==> src/rtl/uitp_pkg.sv <==
`default_nettype none

package uitp_pkg;

   localparam int VALUE_PORT_BITS  = 64;
   localparam int OFFSET_PORT_BITS = 16;
   localparam int RADIX_BITS       = 6;
   localparam int DIGIT_BITS       = 6;

   localparam int VALUE_BITS_DEF  = 64;
   localparam int OFFSET_BITS_DEF = 16;

   localparam int QUEUE_DEPTH = 2;
   localparam int QPTR_BITS   = $clog2(QUEUE_DEPTH);
   localparam int QCNT_BITS   = $clog2(QUEUE_DEPTH + 1);

   localparam logic [OFFSET_PORT_BITS-1:0] OFFSET_SAT = '1;

   localparam logic [RADIX_BITS-1:0] RADIX_AUTO = 6'd0;
   localparam logic [RADIX_BITS-1:0] RADIX_MIN  = 6'd2;
   localparam logic [RADIX_BITS-1:0] RADIX_OCT  = 6'd8;
   localparam logic [RADIX_BITS-1:0] RADIX_DEC  = 6'd10;
   localparam logic [RADIX_BITS-1:0] RADIX_HEX  = 6'd16;
   localparam logic [RADIX_BITS-1:0] RADIX_MAX  = 6'd36;

   localparam logic [DIGIT_BITS-1:0] DIG_NONE = '1;

   localparam logic [7:0] CH_SPACE   = 8'h20;
   localparam logic [7:0] CH_TAB     = 8'h09;
   localparam logic [7:0] CH_CR      = 8'h0D;
   localparam logic [7:0] CH_PLUS    = 8'h2B;
   localparam logic [7:0] CH_MINUS   = 8'h2D;
   localparam logic [7:0] CH_DIG0    = 8'h30;
   localparam logic [7:0] CH_DIG9    = 8'h39;
   localparam logic [7:0] CH_UPPER_A = 8'h41;
   localparam logic [7:0] CH_UPPER_Z = 8'h5A;
   localparam logic [7:0] CH_LOWER_A = 8'h61;
   localparam logic [7:0] CH_LOWER_Z = 8'h7A;
   localparam logic [7:0] CH_UPPER_X = 8'h58;
   localparam logic [7:0] CH_LOWER_X = 8'h78;
   localparam logic [7:0] CH_UPPER_BASE = CH_UPPER_A - 8'd10;
   localparam logic [7:0] CH_LOWER_BASE = CH_LOWER_A - 8'd10;

   typedef enum logic [2:0] {
      PH_WS,
      PH_SIGN,
      PH_ZERO,
      PH_XPEND,
      PH_DIGITS,
      PH_DONE
   } uitp_phase_type;

   typedef struct packed {
      logic [7:0]            ch;
      logic                  start_req;
      logic [RADIX_BITS-1:0] radix;
   } uitp_req_type;

   typedef struct packed {
      logic [VALUE_PORT_BITS-1:0]  value;
      logic [OFFSET_PORT_BITS-1:0] end_offset;
      logic                        done_res;
      logic                        overflow;
   } uitp_rsp_type;

   // classified character as it waits in the queue
   typedef struct packed {
      logic                  start;
      logic [RADIX_BITS-1:0] radix;
      logic                  is_space;
      logic                  is_sign;
      logic                  is_minus;
      logic                  is_zero;
      logic                  is_x;
      logic [DIGIT_BITS-1:0] dig;
   } uitp_item_type;

   typedef struct packed {
      logic                 full;
      logic                 empty;
      logic [QCNT_BITS-1:0] count;
   } uitp_qstat_type;

endpackage

`default_nettype wire

==> src/rtl/uitp_front.sv <==
`default_nettype none

module uitp_front (
   input  logic                     req_valid,
   output logic                     req_ready,
   input  uitp_pkg::uitp_req_type   req_payload,
   input  uitp_pkg::uitp_qstat_type qstat,
   output logic                     push,
   output uitp_pkg::uitp_item_type  item
);
   import uitp_pkg::*;

   logic [7:0] ch;

   assign ch        = req_payload.ch;
   assign req_ready = !qstat.full;
   assign push      = req_valid && req_ready;

   always_comb begin
      item.start    = req_payload.start_req;
      item.radix    = req_payload.radix;
      item.is_space = (ch == CH_SPACE) || (ch inside {[CH_TAB:CH_CR]});
      item.is_sign  = (ch == CH_PLUS) || (ch == CH_MINUS);
      item.is_minus = (ch == CH_MINUS);
      item.is_zero  = (ch == CH_DIG0);
      item.is_x     = (ch == CH_LOWER_X) || (ch == CH_UPPER_X);
      if (ch inside {[CH_DIG0:CH_DIG9]}) begin
         item.dig = DIGIT_BITS'(ch - CH_DIG0);
      end else if (ch inside {[CH_UPPER_A:CH_UPPER_Z]}) begin
         item.dig = DIGIT_BITS'(ch - CH_UPPER_BASE);
      end else if (ch inside {[CH_LOWER_A:CH_LOWER_Z]}) begin
         item.dig = DIGIT_BITS'(ch - CH_LOWER_BASE);
      end else begin
         item.dig = DIG_NONE;
      end
   end

endmodule

`default_nettype wire

==> src/rtl/uitp_queue.sv <==
`default_nettype none

module uitp_queue (
   input  logic                     clock,
   input  logic                     reset,
   input  logic                     push,
   input  uitp_pkg::uitp_item_type  wr_item,
   input  logic                     pop,
   output uitp_pkg::uitp_item_type  rd_item,
   output uitp_pkg::uitp_qstat_type qstat
);
   import uitp_pkg::*;

   uitp_item_type        slot_ff [QUEUE_DEPTH];
   logic [QPTR_BITS-1:0] wr_ptr_ff, wr_ptr_in;
   logic [QPTR_BITS-1:0] rd_ptr_ff, rd_ptr_in;
   logic [QCNT_BITS-1:0] count_ff, count_in;

   always_comb begin
      wr_ptr_in = push ? wr_ptr_ff + 1'b1 : wr_ptr_ff;
      rd_ptr_in = pop ? rd_ptr_ff + 1'b1 : rd_ptr_ff;
      count_in  = count_ff + QCNT_BITS'(push) - QCNT_BITS'(pop);
   end

   always_ff @(posedge clock) begin
      if (reset) begin
         wr_ptr_ff <= '0;
         rd_ptr_ff <= '0;
         count_ff  <= '0;
      end else begin
         wr_ptr_ff <= wr_ptr_in;
         rd_ptr_ff <= rd_ptr_in;
         count_ff  <= count_in;
      end
   end

   always_ff @(posedge clock) begin
      if (push) begin
         slot_ff[wr_ptr_ff] <= wr_item;
      end
   end

   assign rd_item     = slot_ff[rd_ptr_ff];
   assign qstat.full  = (count_ff == QCNT_BITS'(QUEUE_DEPTH));
   assign qstat.empty = (count_ff == '0);
   assign qstat.count = count_ff;

endmodule

`default_nettype wire

==> src/rtl/uitp_back.sv <==
`default_nettype none

module uitp_back #(
   parameter int VALUE_BITS  = uitp_pkg::VALUE_BITS_DEF,
   parameter int OFFSET_BITS = uitp_pkg::OFFSET_BITS_DEF
) (
   input  logic                     clock,
   input  logic                     reset,
   input  uitp_pkg::uitp_item_type  head,
   input  uitp_pkg::uitp_qstat_type qstat,
   output logic                     pop,
   output logic                     rsp_valid,
   input  logic                     rsp_ready,
   output uitp_pkg::uitp_rsp_type   rsp_payload
);
   import uitp_pkg::*;

   localparam int MAC_BITS = VALUE_BITS + RADIX_BITS + 1;
   localparam int END_W    = (OFFSET_BITS > OFFSET_PORT_BITS) ? OFFSET_BITS : OFFSET_PORT_BITS;

   uitp_phase_type          phase_ff, phase_in, cur_phase, tk_phase;
   logic [RADIX_BITS-1:0]   radix_ff, radix_in, cur_radix, tr;
   logic [VALUE_BITS-1:0]   acc_ff, acc_in, cur_acc, tk_acc;
   logic                    neg_ff, neg_in, cur_neg;
   logic                    ovf_ff, ovf_in, cur_ovf, tk_ovf;
   logic [OFFSET_BITS-1:0]  pos_ff, pos_in, cur_pos, npos;
   logic [OFFSET_BITS-1:0]  end_ff, end_in, cur_end, tk_end;
   logic                    out_valid_ff, out_valid_in;
   logic [MAC_BITS-1:0]     mac;
   logic                    mac_ovf, dig_ok, first_zero;
   logic [VALUE_BITS-1:0]   neg_acc, value_w;
   logic [END_W-1:0]        end_w;

   assign pop          = !qstat.empty && (!out_valid_ff || rsp_ready);
   assign out_valid_in = pop || (out_valid_ff && !rsp_ready);

   always_comb begin
      cur_phase = phase_ff;
      cur_radix = radix_ff;
      cur_acc   = acc_ff;
      cur_neg   = neg_ff;
      cur_ovf   = ovf_ff;
      cur_pos   = pos_ff;
      cur_end   = end_ff;
      // a start beat restarts the parser before its own character is seen
      if (head.start) begin
         cur_phase = PH_WS;
         cur_radix = head.radix;
         cur_acc   = '0;
         cur_neg   = 1'b0;
         cur_ovf   = 1'b0;
         cur_pos   = '0;
         cur_end   = '0;
      end

      npos = (&cur_pos) ? cur_pos : cur_pos + 1'b1;

      case (cur_phase)
         PH_WS, PH_SIGN: tr = (cur_radix == RADIX_AUTO) ? RADIX_DEC : cur_radix;
         PH_ZERO:        tr = (cur_radix == RADIX_AUTO) ? RADIX_OCT : cur_radix;
         default:        tr = cur_radix;
      endcase

      // acc*radix+digit beyond the value width is exactly the saturation case
      mac     = MAC_BITS'(cur_acc) * MAC_BITS'(tr) + MAC_BITS'(head.dig);
      mac_ovf = |mac[MAC_BITS-1:VALUE_BITS];
      dig_ok  = (tr >= RADIX_MIN) && (tr <= RADIX_MAX) && (head.dig < tr);

      tk_phase = dig_ok ? PH_DIGITS : PH_DONE;
      tk_acc   = (dig_ok && !cur_ovf && !mac_ovf) ? mac[VALUE_BITS-1:0] : cur_acc;
      tk_ovf   = cur_ovf || (dig_ok && mac_ovf);
      tk_end   = dig_ok ? npos : cur_end;

      first_zero = head.is_zero && ((cur_radix == RADIX_AUTO) || (cur_radix == RADIX_HEX));

      phase_in = cur_phase;
      radix_in = cur_radix;
      acc_in   = cur_acc;
      neg_in   = cur_neg;
      ovf_in   = cur_ovf;
      end_in   = cur_end;
      pos_in   = (cur_phase == PH_DONE) ? cur_pos : npos;

      case (cur_phase)
         PH_WS, PH_SIGN: begin
            if (cur_phase == PH_WS && head.is_space) begin
               phase_in = PH_WS;
            end else if (cur_phase == PH_WS && head.is_sign) begin
               neg_in   = head.is_minus;
               phase_in = PH_SIGN;
            end else if (first_zero) begin
               acc_in   = '0;
               end_in   = npos;
               phase_in = PH_ZERO;
            end else begin
               phase_in = tk_phase;
               radix_in = tr;
               acc_in   = tk_acc;
               ovf_in   = tk_ovf;
               end_in   = tk_end;
            end
         end
         PH_ZERO: begin
            if (head.is_x) begin
               radix_in = RADIX_HEX;
               phase_in = PH_XPEND;
            end else begin
               phase_in = tk_phase;
               radix_in = tr;
               acc_in   = tk_acc;
               ovf_in   = tk_ovf;
               end_in   = tk_end;
            end
         end
         PH_XPEND, PH_DIGITS: begin
            // a prefix with no hex digit after it leaves the lone zero
            if (cur_phase == PH_XPEND && !(head.dig < RADIX_HEX)) begin
               phase_in = PH_DONE;
            end else begin
               phase_in = tk_phase;
               acc_in   = tk_acc;
               ovf_in   = tk_ovf;
               end_in   = tk_end;
            end
         end
         default: begin
            phase_in = PH_DONE;
         end
      endcase
   end

   always_ff @(posedge clock) begin
      if (reset) begin
         phase_ff <= PH_WS;
      end else if (pop) begin
         phase_ff <= phase_in;
      end
   end

   always_ff @(posedge clock) begin
      if (reset) begin
         radix_ff     <= '0;
         acc_ff       <= '0;
         neg_ff       <= 1'b0;
         ovf_ff       <= 1'b0;
         pos_ff       <= '0;
         end_ff       <= '0;
         out_valid_ff <= 1'b0;
      end else begin
         out_valid_ff <= out_valid_in;
         if (pop) begin
            radix_ff <= radix_in;
            acc_ff   <= acc_in;
            neg_ff   <= neg_in;
            ovf_ff   <= ovf_in;
            pos_ff   <= pos_in;
            end_ff   <= end_in;
         end
      end
   end

   // parser state after the last beat is the result itself
   assign neg_acc = ~acc_ff + {{(VALUE_BITS-1){1'b0}}, 1'b1};
   assign value_w = ovf_ff ? '1 : (neg_ff ? neg_acc : acc_ff);
   assign end_w   = END_W'(end_ff);

   assign rsp_valid              = out_valid_ff;
   assign rsp_payload.value      = VALUE_PORT_BITS'(value_w);
   assign rsp_payload.end_offset = (end_w > END_W'(OFFSET_SAT)) ? OFFSET_SAT
                                                                : end_w[OFFSET_PORT_BITS-1:0];
   assign rsp_payload.done_res   = (phase_ff == PH_DONE);
   assign rsp_payload.overflow   = ovf_ff;

endmodule

`default_nettype wire

==> src/rtl/unsigned_integer_text_parser_top.sv <==
`default_nettype none

// channel   dir   handshake                payload
// req_      in    req_valid / req_ready    uitp_req_type: ch, start_req, radix
// rsp_      out   rsp_valid / rsp_ready    uitp_rsp_type: value, end_offset, done_res, overflow
//
// one character per cycle sustained while rsp_ready keeps up; a result is registered in the back end
// after its beat passes through the queue, formed by the single multiply-add and range compare
// a two-entry queue between classifier and parser absorbs short stalls on rsp_
// synchronous active-high reset; parsing after reset runs as a string in base 0

module unsigned_integer_text_parser_top #(
   parameter int VALUE_BITS  = uitp_pkg::VALUE_BITS_DEF,
   parameter int OFFSET_BITS = uitp_pkg::OFFSET_BITS_DEF
) (
   input  logic                   clock,
   input  logic                   reset,
   input  logic                   req_valid,
   output logic                   req_ready,
   input  uitp_pkg::uitp_req_type req_payload,
   output logic                   rsp_valid,
   input  logic                   rsp_ready,
   output uitp_pkg::uitp_rsp_type rsp_payload
);
   import uitp_pkg::*;

   uitp_item_type         wr_item, head;
   uitp_qstat_type        qstat;
   logic                  push, pop;
   logic [VALUE_BITS-1:0] value_max;

   assign value_max = '1;

   uitp_front u_front (
      .req_valid   (req_valid),
      .req_ready   (req_ready),
      .req_payload (req_payload),
      .qstat       (qstat),
      .push        (push),
      .item        (wr_item)
   );

   uitp_queue u_queue (
      .clock   (clock),
      .reset   (reset),
      .push    (push),
      .wr_item (wr_item),
      .pop     (pop),
      .rd_item (head),
      .qstat   (qstat)
   );

   uitp_back #(
      .VALUE_BITS  (VALUE_BITS),
      .OFFSET_BITS (OFFSET_BITS)
   ) u_back (
      .clock       (clock),
      .reset       (reset),
      .head        (head),
      .qstat       (qstat),
      .pop         (pop),
      .rsp_valid   (rsp_valid),
      .rsp_ready   (rsp_ready),
      .rsp_payload (rsp_payload)
   );

   a_ovf_saturates: assert property (@(posedge clock) disable iff (reset)
      rsp_valid && rsp_payload.overflow |-> rsp_payload.value == VALUE_PORT_BITS'(value_max))
      else $error("overflow flagged without saturated value");

   a_queue_count: assert property (@(posedge clock) disable iff (reset)
      push && !pop |=> qstat.count == $past(qstat.count) + 1'b1)
      else $error("queue count lost a beat");

   a_done_sticky: assert property (@(posedge clock) disable iff (reset)
      pop && !head.start && rsp_payload.done_res |=> rsp_payload.done_res)
      else $error("done cleared without a new string");

endmodule

`default_nettype wire

==> config.mk <==
export PLATFORM = sky130hd
export DESIGN_NAME = unsigned_integer_text_parser_top
export DESIGN_NICKNAME = d
export VERILOG_FILES = /design/src/rtl/uitp_pkg.sv /design/src/rtl/uitp_front.sv /design/src/rtl/uitp_queue.sv /design/src/rtl/uitp_back.sv /design/src/rtl/unsigned_integer_text_parser_top.sv
export SDC_FILE = /design/constraint.sdc
export NUM_CORES = 2
export LEC_CHECK = 0
export ABC_CLOCK_PERIOD_IN_PS = 17700
export BUFFER_PORTS_ARGS = -buffer_cell sky130_fd_sc_hd__buf_4
export CORE_MARGIN = 2
export CORE_UTILIZATION = 55
export CTS_BUF_LIST = sky130_fd_sc_hd__clkbuf_4
export CTS_CLUSTER_SIZE = 30
export DETAILED_ROUTE_END_ITERATION = 8
export GPL_ROUTABILITY_DRIVEN = 0
export GPL_TIMING_DRIVEN = 0
export PLACE_DENSITY = 0.73
export SYNTH_ARGS = -nofsm -noshare
export SYNTH_HDL_FRONTEND = slang
export SYNTH_SLANG_ARGS = --single-unit
==> constraint.sdc <==
create_clock -name clock -period 17.7 [get_ports clock]
set_input_delay 0 -clock clock [delete_from_list [all_inputs] [get_ports clock]]
set_output_delay 0 -clock clock [all_outputs]
set_load 0.01 [all_outputs]
==> results_tabular.tex <==
\begin{tabular}{lr}
\hline
Metric & Value \\
\hline
\multicolumn{2}{l}{\textbf{Clocking}} \\
Maximum clock insertion buffer count & 2 \\
Total of cells resized after clock tree synthesis & 0 \\
H-tree lvl count & 4 \\
Clock tree root driver cell & sky130\_fd\_sc\_hd\_\_clkbuf\_4 \\
Clock buffer count from CTS & 17 \\
Clk pin slew, worst setup/hold paths & 0.16 ns \\
Number of clock sinks & 149 \\
Worst skew pair latency & 0.66 ns \\
TritonCTS clock tree & yes \\
\multicolumn{2}{l}{\textbf{Worst hold path}} \\
Hold Path Stages & 2 \\
Worst Hold Class & input port to flip-flop \\
Startpoint of the lowest-slack hold path & req\_payload[3] \\
Endpoint, Worst Hold & u\_queue.slot\_ff[0][14]\$\_DFFE\_PP\_ \\
\multicolumn{2}{l}{\textbf{Critical path}} \\
Arrival @ worst endpoint & 11.38 ns \\
CP max stage delay & 1.01 ns \\
Crit Path Max Fanout & 10 \\
End of the worst register-to-register path & u\_back.acc\_ff[36]\$\_SDFFE\_PP0P\_ \\
Most Frequent Cell on Critical Path & sky130\_fd\_sc\_hd\_\_fa\_1 \\
Reg-to-reg setup timing slack & 6.88 ns \\
Kind of cell adding the most delay to the critical path & simple AND/OR/NAND/NOR gates \\
Bufs and invs on worst path & 5 \\
Type of origin of the critical path & flip-flop \\
Critical Setup Path Class & flip-flop to flip-flop \\
Cell count of the worst reg-to-reg path & 29 \\
Crit path max-delay cell type & sky130\_fd\_sc\_hd\_\_nor4\_1 \\
CP endpoint kind & flip-flop \\
Required time worst endpoint & 18.26 ns \\
Crit Reg-Reg Startpoint & u\_queue.slot\_ff[1][17]\$\_DFFE\_PP\_ \\
\multicolumn{2}{l}{\textbf{Logic synthesis}} \\
Portion of the post-synthesis area used by sequential elements & 0.1487 \\
Top-area cell type share of the netlist area & 0.2244 \\
Total standard cell area after synthesis & 22,480 µm² \\
Primary FF master, synth & sky130\_fd\_sc\_hd\_\_dfxtp\_1 \\
Cells taking the most area after synthesis & sky130\_fd\_sc\_hd\_\_fa\_1 (22\%), sky130\_fd\_sc\_hd\_\_dfxtp\_1 (10\%), sky130\_fd\_sc\_hd\_\_ha\_1 (9.4\%) \\
Synthesized netlist net count & 3,122 \\
Average cell area after synthesis & 8.382 µm² \\
YS warnings & 0 \\
Number of enable-type register cells in the synthesized netlist & 36 \\
Number of register bits inferred by synthesis & 149 \\
Leading area contributor after synthesis & sky130\_fd\_sc\_hd\_\_fa\_1 \\
Proportion of synthesized flip-flops having asynchronous set or reset & 0 \\
Number of unique standard cell types used by synthesis & 98 \\
Post-synthesis cell count & 2,682 \\
\multicolumn{2}{l}{\textbf{Outcome}} \\
Failing checks & DRC \\
Outcome & finished with violations \\
\multicolumn{2}{l}{\textbf{Final layout}} \\
Commonest non-fill, non-tap cell in the layout & sky130\_fd\_sc\_hd\_\_nand2\_1 \\
Layout area overhead & 8.276\% \\
Proportion of layout cells with a drive suffix above 1 & 0.07198 \\
Top library cells by usage in the layout, fill and taps aside & sky130\_fd\_sc\_hd\_\_nand2\_1 (292), sky130\_fd\_sc\_hd\_\_and3\_1 (265), sky130\_fd\_sc\_hd\_\_fa\_1 (252) \\
Net count reported at finish & 3,262 \\
\multicolumn{2}{l}{\textbf{Floorplanning}} \\
Die width & 206.2 µm \\
Die ar. & 42,510 µm² \\
Row count & 74 \\
I/O pin count & 103 \\
Core Footprint & 40,550 µm² \\
Die Y-Extent & 206.2 µm \\
Initial core utilization & 0.5544 \\
\multicolumn{2}{l}{\textbf{Route}} \\
Vias after detailed routing & 22.45k \\
Remaining routing DRC violations & 8 \\
DR WL/cell & 24.36 µm \\
Average vias per placed instance & 6.666 \\
First-pass iteration count of the detailed router & 9 \\
Post-route ant nets & 0 \\
Drt initial violations & 3,260 \\
WL final & 82,060 µm \\
\multicolumn{2}{l}{\textbf{STA}} \\
Slew at the pin closest to its max-slew limit & 1.284 ns \\
Shortest clock period the worst path allows after layout & 10.82 ns \\
RSZ-0062 raised after global routing & no \\
Hold slack & 0.1002 ns \\
Final slew viol count & 0 \\
Final cycle utilization of the critical path & 0.6111 \\
Final setup violation count & 0 \\
Hold Vio Cnt, Final & 0 \\
Worst slew margin & 0.1407 \\
Setup TNS Final & 0 ns \\
Clock tree skew after final layout & 0.05193 ns \\
Fmax achieved & 92.45 MHz \\
\multicolumn{2}{l}{\textbf{Pwr}} \\
Leakage power & 12.32 nW \\
Max VDD drop & 89.89 µV \\
Power density over the cells & 69.12 nW/µm² \\
\multicolumn{2}{l}{\textbf{Place}} \\
DPL Wire Length & 64,510 µm \\
Number of input and output port buffers inserted & 100 \\
\multicolumn{2}{l}{\textbf{Global routing}} \\
Congestion Overflow GR & 0 \\
Pin count of the biggest net entering global routing & 19 \\
Global routing usage summed across all routing layers & 0.3888 \\
Number of global-route vias before repair & 22.03k \\
Wire length of the first global-routing pass & 125,200 µm \\
Antenna violations before repair & 3 \\
\multicolumn{2}{l}{\textbf{Job}} \\
Max-cap viol count & 0 \\
\hline
\end{tabular}
synth_stat cells, types with 56 or more instances:
master and n:
sky130_fd_sc_hd__xor2_1 84, sky130_fd_sc_hd__nand2_1 292, sky130_fd_sc_hd__nand3_1 56, sky130_fd_sc_hd__nor2_1 158, sky130_fd_sc_hd__and3_1 265, sky130_fd_sc_hd__a21oi_1 179, sky130_fd_sc_hd__and2_1 114, sky130_fd_sc_hd__inv_1 75
sky130_fd_sc_hd__fa_1 252, sky130_fd_sc_hd__clkbuf_1 191, sky130_fd_sc_hd__dfxtp_1 113, sky130_fd_sc_hd__ha_1 169, sky130_fd_sc_hd__o21ai_0 133
report_power, final:
group	switching [mW]	internal [mW]
combinational	0.816	0.256
clock	0.148	0.0559
sequential	0.0256	0.381
total	0.989	0.693
how the worst max path moves through the flow:
| stage | cells past startpoint | endpoint | start | slack (ns) |
|---|---|---|---|---|
| after floorplan | 30 | u_back.acc_ff[32]$_SDFFE_PP0P_ | u_queue.slot_ff[1][17]$_DFFE_PP_ | 10.33 |
| after global placement | 30 | u_back.acc_ff[36]$_SDFFE_PP0P_ | u_queue.slot_ff[1][17]$_DFFE_PP_ | 6.97 |
| after detailed placement | 30 | u_back.acc_ff[36]$_SDFFE_PP0P_ | u_queue.slot_ff[1][17]$_DFFE_PP_ | 7.32 |
| after CTS | 30 | u_back.acc_ff[36]$_SDFFE_PP0P_ | u_queue.slot_ff[1][17]$_DFFE_PP_ | 7.33 |
| after global routing | 28 | u_back.acc_ff[11]$_SDFFE_PP0P_ | u_queue.slot_ff[1][17]$_DFFE_PP_ | 6.76 |
| final | 29 | u_back.acc_ff[36]$_SDFFE_PP0P_ | u_queue.slot_ff[1][17]$_DFFE_PP_ | 6.88 |
repair_timing:
item,CTS,global route
setup buffers,0,0
endpoints found under the hold margin,68,0
hold buffers,20,0
final cells by class:
type,instances,area (µm²)
plain buffers,218,880.8
repair buffers,121,955.9
multi-input cells,2237,17970
inverters,78,292.8
fillers,3723,16210
flip-flops and latches,149,3343
clock buffers,17,127.6
well taps,532,665.6
clock inverters,14,101.3
diodes,2,5.005
state kept, by name, summed over array words and instances (netlist names), named ones only:
name,count
u_back.rsp_valid,1
u_back.acc_ff,64
u_back.phase_ff,3
u_queue.count_ff,2
u_back.pos_ff,16
u_queue.wr_ptr_ff,1
u_back.end_ff,16
u_queue.slot_ff,36
u_queue.rd_ptr_ff,1
u_back.ovf_ff,1
u_back.radix_ff,6
u_back.neg_ff,1
stage by stage:
step	area [µm²]	std cells	total power, mW	util	setup slack (ns)
after floorplan	22480	2682	1.009	-	10.33
after global placement	23900	3314	1.396	0.5893	6.966
after detailed placement	23910	3315	1.411	0.5895	7.324
after CTS	24330	3366	1.613	0.6001	7.325
after global routing	24340	3367	1.734	0.6002	6.763
final	24340	3368	1.682	0.6002	6.884
logic make-up (layout without fill, tap and decap cells):
| family | after synthesis | after routing | share of synthesized area |
|---|---|---|---|
| AOI/OAI and AO/OA | 577 | 577 | 0.1669 |
| buffers and inverters | 296 | 448 | 0.05220 |
| adders and majority gates | 421 | 421 | 0.3185 |
| xor gates and xnor gates | 134 | 134 | 0.05220 |
| other | 0 | 2 | 0 |
| muxes | 20 | 20 | 0.009461 |
| and+or+nand+nor | 1085 | 1085 | 0.2521 |
| DFF | 149 | 149 | 0.1487 |
per-layer routing:
metal  track usage  vias to the layer above  routed length (µm)
li1              -                     9758                   -
met1        0.4856                    10722               30440
met2        0.5719                     1562               34540
met3        0.1318                      402               10640
met4        0.2533                        6                6343
met5             0                        -                  98
No activity file was read; power rests on OpenSTA's default activity.
